$ cat config.mk
export PLATFORM = sky130hd
export DESIGN_NAME = pcli_front
export DESIGN_NICKNAME = d
export VERILOG_FILES = /design/src/pcli_pkg.sv /design/src/pcli_front.sv
export SDC_FILE = /design/constraint.sdc
export NUM_CORES = 1
export LEC_CHECK = 0
export ABC_AREA = 1
export BUFFER_PORTS_ARGS = -buffer_cell sky130_fd_sc_hd__buf_2
export CAP_MARGIN = 30
export CORE_MARGIN = 8
export CORE_UTILIZATION = 52
export DETAILED_ROUTE_END_ITERATION = 12
export GPL_TIMING_DRIVEN = 0
export PLACE_DENSITY = 0.79
export SLEW_MARGIN = 20
export SYNTH_ARGS = -nofsm -noshare
export SYNTH_HDL_FRONTEND = slang
export SYNTH_SLANG_ARGS = --single-unit
export TNS_END_PERCENT = 30
$ cat constraint.sdc
create_clock -name clk -period 9.55 [get_ports clk]
set_input_delay 2.3875 -clock clk [delete_from_list [all_inputs] [get_ports clk]]
set_output_delay 2.3875 -clock clk [all_outputs]
set_load 0.02 [all_outputs]
$ cat src/pcli_pkg.sv
// Shared types and constants for the periodic cam lift interpolator.
`timescale 1ns / 1ps
package pcli_pkg;

	localparam int MAX_POINTS = 64;
	localparam int IDX_W      = $clog2(MAX_POINTS);
	localparam int CNT_W      = $clog2(MAX_POINTS + 1);
	localparam int DVD_W      = 66;
	localparam int DVS_W      = 34;
	localparam int DCNT_W     = $clog2(DVD_W + 1);

	// configuration register indexes
	localparam logic REG_POINT_COUNT = 1'b0;
	localparam logic REG_MIN_LIFT    = 1'b1;

	typedef enum logic {
		ACT_LOAD  = 1'b0,
		ACT_QUERY = 1'b1
	} act_t;

	typedef struct packed {
		act_t               action;
		logic [IDX_W-1:0]   point_index;
		logic signed [31:0] point_angle;
		logic signed [31:0] point_lift;
		logic signed [31:0] crank_angle;
		logic signed [31:0] angle_step;
		logic [31:0]        time_step;
	} item_t;

	typedef struct packed {
		logic  vld;
		item_t item;
	} head_t;

	typedef struct packed {
		logic signed [31:0] raw_lift;
		logic               valve_open;
		logic signed [31:0] clamped_lift;
		logic signed [31:0] closing_velocity;
		logic               velocity_saturated;
	} res_t;

	typedef struct packed {
		logic             start;
		logic [DVD_W-1:0] dividend;
		logic [DVS_W-1:0] divisor;
	} div_req_t;

	typedef struct packed {
		logic             busy;
		logic             done;
		logic [DVD_W-1:0] quo;
		logic [DVS_W-1:0] rem;
	} div_rsp_t;

	typedef enum logic [3:0] {
		S_IDLE,
		S_MM,
		S_WRAP_GO,
		S_WRAP,
		S_SRCH,
		S_RL1,
		S_RL2,
		S_RL3,
		S_MUL,
		S_IGO,
		S_IDIV,
		S_CLAMP,
		S_VGO,
		S_VDIV,
		S_FIN
	} st_t;

endpackage

$ cat src/pcli_front.sv
// Input side: accepts items, classifies them and holds them in a short queue.
`timescale 1ns / 1ps
module pcli_front (
	input  logic                           clk,
	input  logic                           arst_n,
	input  logic                           push,
	output logic                           full,
	input  logic                           action,
	input  logic [pcli_pkg::IDX_W-1:0]     point_index,
	input  logic signed [31:0]             point_angle,
	input  logic signed [31:0]             point_lift,
	input  logic signed [31:0]             crank_angle,
	input  logic signed [31:0]             angle_step,
	input  logic [31:0]                    time_step,
	output pcli_pkg::head_t                head,
	input  logic                           head_pop
);

	pcli_pkg::item_t q_q [2];
	logic            wp_q, rp_q;
	logic [1:0]      cnt_q;
	logic            take, give;
	pcli_pkg::item_t cls;

	// classify the incoming item
	always_comb begin
		cls.action      = action ? pcli_pkg::ACT_QUERY : pcli_pkg::ACT_LOAD;
		cls.point_index = point_index;
		cls.point_angle = point_angle;
		cls.point_lift  = point_lift;
		cls.crank_angle = crank_angle;
		cls.angle_step  = angle_step;
		cls.time_step   = time_step;
	end

	assign full      = cnt_q == 2'd2;
	assign take      = push && !full;
	assign give      = head_pop && (cnt_q != 2'd0);
	assign head.vld  = cnt_q != 2'd0;
	assign head.item = q_q[rp_q];

	// store entries
	always_ff @(posedge clk) begin
		if (take) begin
			q_q[wp_q] <= cls;
		end
	end

	// advance pointers and count
	always_ff @(posedge clk or negedge arst_n) begin
		if (!arst_n) begin
			wp_q  <= 1'b0;
			rp_q  <= 1'b0;
			cnt_q <= 2'd0;
		end else begin
			if (take) wp_q <= ~wp_q;
			if (give) rp_q <= ~rp_q;
			cnt_q <= cnt_q + {1'b0, take} - {1'b0, give};
		end
	end

endmodule

* Word-level counts from Yosys, hierarchy flattened
Memory sizes are Yosys's and may differ from the RTL's. Index checks and enable logic that the tools add are counted.
Operators by class: eq/ne operators 1, add/sub/neg operators 2, reductions and logical operators 4, bitwise operators 2, mux-type cells 3
Operators by type and width (number):
- two-way mux 1 bit | 3
- adder 2 x 1 -> 2 bit | 1
- equality test 2 bit, second input constant | 1
- logical AND 1 bit | 2
- NOT 1 bit | 2
- nonzero test 2 bit | 1
- subtractor 2 x 1 -> 2 bit | 1
- zero test 1 bit | 1
Word-level totals: logic and storage cells 16, RAM bits 334, flip-flop bits (word level) 4, memories kept 1
Memories:
- q_q | depth 2, width 167, read ports 1, clocked after Yosys merged registers in 0, wr ports 1, RTL line pcli_front.sv:19 | pcli_pkg::item_t q_q [2];

* Logic depth before layout (Yosys ltp)
Gate-level depths: netlist of run 1.
depth in word-level cells 5, depth in mapped cells 10, mapped depth without buffers 10

* Worst setup path after synthesis of run 1
OpenSTA, ideal clock, no wires.
path kind input to register, start in push, end mem q_q[1][0] in the netlist's numbering, enable pin, cell stages on the path 2, required time 8.854 ns, path slack -0.545 ns, arrival 9.400 ns, cell sequence nand2_1 nor2_1
Between the ends: longest elaborated chain between the ends 3
Ends and longest elaborated chain:
- start: declaration | RTL line pcli_front.sv:6 | input logic push,
- logical AND 1 bit | RTL line pcli_front.sv:37 | assign take = push && !full;
- two-way mux 1 bit | RTL line pcli_front.sv:44 | if (take) begin
- two-way mux 1 bit (not written as such) | RTL line pcli_front.sv:45 | q_q[wp_q] <= cls;
- end: declaration | RTL line pcli_front.sv:19
No other way between the ends.

==> qor.yml, run 1 <==
outcome:
  outcome: "complete, no violations"
clock_tree:
  path_clk_slew_ps: 60
  cts-buffers-inserted: 36
  cts_resized: 0
  cts_max_path_buffers: 3
  cts_hold_buf: 0
  cts_tree: "built"
  cts_sinks: 338
  cts_setup_buffers: 0
  htree_levels: 2
  worstSkewPairLatency_ps: 490
  cts-root-buf: "clkbuf_16"
timing:
  period_needed_ps: 4290
  rsz0062_at_grt: "false"
  fin_skew_ps: 14.4
  maxSlewViolCount: 0
  max_slew_margin_pct: 53.9
  max_freq_mhz: 233
  hold_viol: 0
  fin_setup_tns_ps: 0
  fin_crit_sh_pct: 44.9
  setup_violations: 0
  tightest_slew_ps: 689
worst_setup_path:
  reg2reg_from: "cnt_q[1]$_DFF_PN0_"
  path_class: "register to output pin"
  slowest_delay_ps: 320
  r2r_cells: 4
  reg2reg_slack_ps: 7390
  crit_buf_inv: 4
  worst-path-max-fanout: 10
  crit_arrival_ps: 1900
  r2r_end: "q_q[0][45]$_DFFE_PP_"
  path_cells: "buf_4 -> buf_4 -> buf_2 -> nand2_1 -> nand2_1 -> buf_2"
  crit_family: "buffers and inverters"
  start_kind: "register"
  slowest_stage: "dfrtp_1"
  cp.required_ps: 7160
  cp-end-kind: "output pin"
hold_path:
  min_from: "wp_q$_DFFE_PN0N_"
  min_to: "wp_q$_DFFE_PN0N_"
  worst_hold_path_type: "register to register"
  holdPathStages: 2
floorplanning:
  start_util_pct: 52.9
  dieHeight_um: 171
  io_pins: 340
  row_count: 56
  die_width_um: 171
  core_area_sq_um: 23500
  dieArea_sq_um: 29100
global_route:
  antenna_found_initial: 12
  overflow: 0
  grt_max_degree: 87
  grt_pass1_vias: 8249
  track_usage_pct: 20.1
  grt_pass1_wl_um: 44800
final_layout:
  regArea_sq_um: 10100
  multiInputGateArea_sq_um: 1980
  final_cell_mix: "nand2_1, buf_2, edfxtp_1"
  area_delta_synth_final_pct: 27.8
  final_nets: 1463
  final_cells: 1640
  layout.cells.most_common: "nand2_1"
  fillCellCount: 1637
  fin_util_pct: 67.7
  drive_above_1_share_pct: 33.2
placement:
  placedCellCount: 1571
  gp_congestion: 0.856
  port_buffers: 339
  dp_hpwl_um: 21200
power_and_ir_drop:
  power_density_nw_per_um2: 341
  vdd_drop_max_mv: 0.216
  leakage_nw: 6.93
synth:
  yosys_warnings: 0
  ys_ff_latch: 338
  synth_largest_area_cell: "edfxtp_1"
  synth_fp_nets: 1078
  syn_area_sq_um: 12400
  syn_avg_cell_area_sq_um: 13.7
  ys_seq_area_share_pct: 81.5
  synth_top_area_share_pct: 80.7
  synth_cell_type_count: 11
  syn_inst: 905
  synth_area_leaders: "edfxtp_1, nand2_1, buf_6"
drt:
  vias: 7980
  wl_per_cell_um: 18.4
  totalWireLength_um: 30200
  drt_iter0_drc: 588
  drc: 0
  postRouteAntennaNets: 0
  drt_pass1_iterations: 4
  viasPerCell: 4.87
job:
  drv_cap: 0
[Yosys cell counts]
cell      instances
nand3_1           3
inv_1             9
ha_1              2
buf_2            18
edfxtp_1        334
buf_6            14
nand2_1         514
inv_4             1
nor2_1            1
buf_4             5
dfrtp_1           4
[layer usage]
metal / up-vias / global-route usage (%) / wire, um
li1: 3839 / - / -
met1: 3706 / 21.5 / 10600
met3: 70 / 9.10 / 3750
met4: 14 / 7.02 / 878
met5: - / 0 / 92
met2: 351 / 34.7 / 14900
[kinds of logic after synthesis]
family / synth area share, %
and+or+nand+nor: 15.7
adders and majority gates: 0.201
buffers and inverters: 2.62
DFF: 81.5
[worst max path at each step]
stage / start / cells past startpoint / slack, ps / end
after global placement: push / 3 / -170 / q_q[1][114]$_DFFE_PP_
after global routing: rp_q$_DFFE_PN0P_ / 6 / 5170 / head[99]
after CTS: rp_q$_DFFE_PN0P_ / 6 / 5200 / head[55]
final: rp_q$_DFFE_PN0P_ / 6 / 5260 / head[55]
after detailed placement: push / 4 / 5460 / q_q[0][117]$_DFFE_PP_
after floorplan: push / 2 / 2280 / q_q[1][0]$_DFFE_PP_
[tightest hold or removal path: stages, from the launching register on]
cell and delay (ps):
dfrtp_1 340, nand2_1 50, nand2_1 50
[per-stage QoR]
stage | area [sq um] | hold slack (ps) | setup WS [ps] | total power (W)
final | 15900 | 487 | 5260 | 0.00542
after global routing | 15900 | 508 | 5170 | 0.00570
after CTS | 15900 | 484 | 5200 | 0.00548
after detailed placement | 14700 | 471 | 5460 | 0.00414
after global placement | 14500 | 453 | -167 | 0.00413
after floorplan | 12400 | 442 | 2280 | 0.00338
[area by class of cell]
cell class                 count  area share [%]
antenna                        6          0.0945
buffer                        37            1.80
clock buffer                  46            6.10
clock inverter                17            1.03
inverter                      10           0.299
multi-input combinational    520            12.5
sequential                   338            63.8
tap                          319            2.51
timing repair buffer         347            11.9
[flip-flops by register name (all words and copies together), names as in the netlist]
name	count
cnt_q	2
wp_q	1
q_q	334
rp_q	1
[where the power goes]
group          internal, W  switching, W
combinational     0.000587       0.00142
sequential         0.00202     0.0000709
clock             0.000799      0.000526
(Power assumes the default switching activity.)
==> run 2: changes to the inputs <==
CORE_UTILIZATION = 47   (was 52)
PLACE_DENSITY = 0.76   (was 0.79)
clock period = 3.9 ns   (was 9.55 ns; I/O delays follow)
==> qor.yml, run 2 (synthesis gave the netlist of run 1 again) <==
outcome:
  outcome: "complete, no violations"
drt:
  top_layer: "met5"
  drt_iter0_drc: 506
  totalWireLength_um: 30700
  route.met3.wl_um: 3460
  postRouteAntennaNets: 0
  vias: 8022
  wl_met1_um: 11200
  wl_per_cell_um: 18.5
  wl_met2_um: 15400
  drc: 0
  viasPerCell: 4.84
  drt_pass1_iterations: 5
worst_setup_path:
  worst-path-max-fanout: 10
  path_class: "register to output pin"
  cp-end-kind: "output pin"
  start_kind: "register"
  critical_path.endpoint: "head[51]"
  reg2reg_slack_ps: 1530
  reg2reg_from: "cnt_q[1]$_DFF_PN0_"
  r2r_cells: 8
  startpoint: "rp_q$_DFFE_PN0P_"
  crit_arrival_ps: 1860
  r2r_end: "q_q[1][56]$_DFFE_PP_"
  cp.required_ps: 2920
clock_tree:
  cts_setup_buffers: 0
  path_clk_slew_ps: 60
  cts_hold_buf: 0
  htree_levels: 2
  cts_resized: 0
  cts_sinks: 338
  cts_max_path_buffers: 3
  cts-buffers-inserted: 34
  cts_tree: "built"
  worstSkewPairLatency_ps: 500
  cts-root-buf: "clkbuf_16"
final_layout:
  area_delta_synth_final_pct: 29.3
  fin_util_pct: 61.8
  largest_reg_flops: 334
  drive_above_1_share_pct: 33.6
  final_cell_mix: "nand2_1, buf_2, edfxtp_1"
  reg_top3: "q_q: 334 flops, cnt_q: 2 flops"
  layout.cells.most_common: "nand2_1"
  final_nets: 1468
  max_flop_register: "q_q"
global_route:
  overflow: 0
  grt_pass1_wl_um: 45000
  grt_pass1_vias: 8282
  grt_max_degree: 34
  antenna_found_initial: 8
  track_usage_pct: 18.5
floorplanning:
  core_area_sq_um: 26000
  row_count: 59
  dieHeight_um: 179
  io_pins: 340
  dieArea_sq_um: 31900
  die_width_um: 179
  start_util_pct: 47.8
placement:
  port_buffers: 339
  dp_hpwl_um: 22500
  gp_congestion: 0.754
  preCtsSetupSlack_ps: 1020
timing:
  fin_crit_sh_pct: 72.7
  fin_setup_tns_ps: 0
  max_freq_mhz: 353
  period_needed_ps: 2830
  fin_skew_ps: 10.9
  hold_viol: 0
  worst_slack_ps: 1070
  rsz0062_at_grt: "false"
  setup_violations: 0
  max_slew_margin_pct: 63.6
  maxSlewViolCount: 0
  tightest_slew_ps: 544
power_and_ir_drop:
  vdd_drop_max_mv: 0.543
  leakage_nw: 6.98
  power_density_nw_per_um2: 831
hold_path:
  worst_hold_path_type: "input port to async pin"
job:
  drv_cap: 0
## run 2: through the flow
step	instances	hold WS [ps]	total power, W	area, sq um
6_report	1659	269	0.0134	16100
5_1_grt	1657	253	0.0141	16100
4_1_cts	1655	247	0.0135	16100
3_5_place_dp	1594	466	0.0103	15000
3_3_place_gp	1579	454	0.0101	14600
2_1_floorplan	905	442	0.00823	12500
## run 2: worst min-delay path by stage
stage                          to  slack [ps]
5_1_grt        cnt_q[1]$_DFF_PN0_         250
2_1_floorplan    wp_q$_DFFE_PN0N_         440
3_3_place_gp     wp_q$_DFFE_PN0N_         450
3_5_place_dp     wp_q$_DFFE_PN0N_         470
6_report       cnt_q[1]$_DFF_PN0_         270
4_1_cts        cnt_q[1]$_DFF_PN0_         250
## run 2: routing by layer
layer	GRT usage [%]	vias to the layer above
met1	20.0	3775
met2	32.8	327
met4	5.27	12
met3	7.41	56
met5	0	-
li1	-	3852
## run 2: where the power goes
| group | leakage (nW) | switching (W) | internal, W |
|---|---|---|---|
| Combinational | 3.29 | 0.00348 | 0.00156 |
| Sequential | 3.16 | 0.000176 | 0.00494 |
| Clock | 0.537 | 0.00128 | 0.00193 |
## run 2: cell type report
| class | instances | area [sq um] |
|---|---|---|
| flip-flops and latches | 338 | 10100 |
| fillers | 1958 | 9910 |
| repair buffers | 354 | 2070 |
| multi-input cells | 520 | 2000 |
| clock buffers | 46 | 960 |
| well taps | 335 | 419 |
| plain buffers | 37 | 285 |
| clock inverters | 15 | 149 |
| inverters | 10 | 43.8 |
| diodes | 4 | 10.0 |
## run 2: worst max-delay path, cell delays in order (launching register included)
cell,delay [ps]
dfrtp_1,320
buf_4,160
buf_4,210
buf_2,310
nand2_1,90
nand2_1,80
buf_2,170
==> run 3: changes to the inputs <==
clock period = 2.6 ns   (was 3.9 ns; I/O delays follow)
==> qor.yml, run 3 (synthesis gave the netlist of run 1 again) <==
power_and_ir_drop:
  leakage_nw: 6.99
  power_density_nw_per_um2: 1250
  vdd_drop_max_mv: 0.815
hold_path:
  worst_hold_path_type: "input port to register"
final_layout:
  final_cells: 1660
  final_cell_mix: "nand2_1, buf_2, edfxtp_1"
  layout.cells.most_common: "nand2_1"
  largest_reg_flops: 334
  fin_util_pct: 61.9
  drive_above_1_share_pct: 33.5
  final_nets: 1469
  area_delta_synth_final_pct: 29.4
  max_flop_register: "q_q"
  fillCellCount: 1958
  reg_top3: "q_q: 334 flops, cnt_q: 2 flops"
worst_setup_path:
  path_class: "register to output pin"
  start_kind: "register"
  cp.required_ps: 1950
  worst-path-max-fanout: 10
  crit_arrival_ps: 1830
  cp-end-kind: "output pin"
clock_tree:
  cts_setup_buffers: 0
  cts-buffers-inserted: 34
  cts_sinks: 338
  cts-root-buf: "clkbuf_16"
  path_clk_slew_ps: 60
  cts_max_path_buffers: 3
  worstSkewPairLatency_ps: 500
  cts_tree: "built"
  htree_levels: 2
timing:
  max_freq_mhz: 403
  setup_violations: 0
  fin_setup_tns_ps: 0
  rsz0062_at_grt: "false"
  hold_viol: 0
  period_needed_ps: 2480
  max_slew_margin_pct: 63.6
  maxSlewViolCount: 0
  fin_crit_sh_pct: 95.3
  tightest_slew_ps: 545
  fin_skew_ps: 10.6
floorplanning:
  core_area_sq_um: 26000
  die_width_um: 179
  start_util_pct: 47.8
  row_count: 59
  dieArea_sq_um: 31900
  dieHeight_um: 179
  io_pins: 340
placement:
  dp_hpwl_um: 22500
  gp_congestion: 0.754
  placedCellCount: 1594
  port_buffers: 339
drt:
  totalWireLength_um: 30800
  postRouteAntennaNets: 0
  drc: 0
  viasPerCell: 4.84
  wl_per_cell_um: 18.5
  drt_iter0_drc: 488
  drt_pass1_iterations: 5
  vias: 8029
global_route:
  track_usage_pct: 18.5
  grt_max_degree: 34
  antenna_found_initial: 8
  overflow: 0
  grt_pass1_wl_um: 45000
  grt_pass1_vias: 8284
outcome:
  outcome: "complete, no violations"
job:
  drv_cap: 0
-- run 3: per-stage QoR --
stage	area [sq um]	total power, W	setup slack (ps)	hold WS (ps)
2_1_floorplan	12500	0.0123	-999	354
3_3_place_gp	14600	0.0151	-2700	454
3_5_place_dp	15000	0.0155	43.6	460
4_1_cts	16100	0.0203	9.68	308
5_1_grt	16100	0.0211	9.50	312
6_report	16100	0.0201	121	336
-- run 3: report_power, final --
part | switching (W) | internal [W] | total, W | leakage (nW)
registers | 0.000264 | 0.00741 | 0.00767 | 3.16
logic | 0.00523 | 0.00235 | 0.00758 | 3.30
clock network | 0.00193 | 0.00289 | 0.00482 | 0.537
-- run 3: path summary, 6_finish.rpt --
path | start | endpoint | slack (ps) | depth (start not counted)
max in group asynchronous | arst_n | cnt_q[0]$_DFF_PN0_ | 1940 | 2
min | point_angle[20] | q_q[0][148]$_DFFE_PP_ | 340 | 1
min reg2reg | wp_q$_DFFE_PN0N_ | wp_q$_DFFE_PN0N_ | 480 | 2
max | rp_q$_DFFE_PN0P_ | head[62] | 120 | 7
min in group asynchronous | arst_n | cnt_q[1]$_DFF_PN0_ | 530 | 2
max reg2reg | cnt_q[1]$_DFF_PN0_ | q_q[1][56]$_DFFE_PP_ | 230 | 8
-- run 3: critical path, cell delays in order, from the launching register on --
cell and delay (ps):
dfrtp_1 360, buf_4 160, inv_4 80, buf_6 200, buf_6 190, nand2_1 60, nand2_1 90, buf_2 170
-- run 3: metal layers --
layer	vias up	share of wire, %	GRT usage [%]
li1	3857	-	-
met1	3762	36	20.0
met2	342	50	32.9
met3	56	11	7.30
met4	12	2.0	5.27
met5	-	0.20	0
-- run 3: timing repair --
item / CTS / global route
gates resized for setup: 1 / 2
endpoints found under the setup margin: 1 / 8
hold buffers: 1 / 0
pin swaps: 0 / 0
hold endpoints to repair: 4 / 0
-- run 3: final cells by class --
class | instances | area, sq um | area share, %
repair buffers | 355 | 2080 | 12.9
multi-input cells | 520 | 2000 | 12.4
inverters | 10 | 43.8 | 0.272
clock buffers | 46 | 960 | 5.97
plain buffers | 37 | 293 | 1.82
well taps | 335 | 419 | 2.61
clock inverters | 15 | 149 | 0.925
diodes | 4 | 10.0 | 0.0622
flip-flops and latches | 338 | 10100 | 63.0
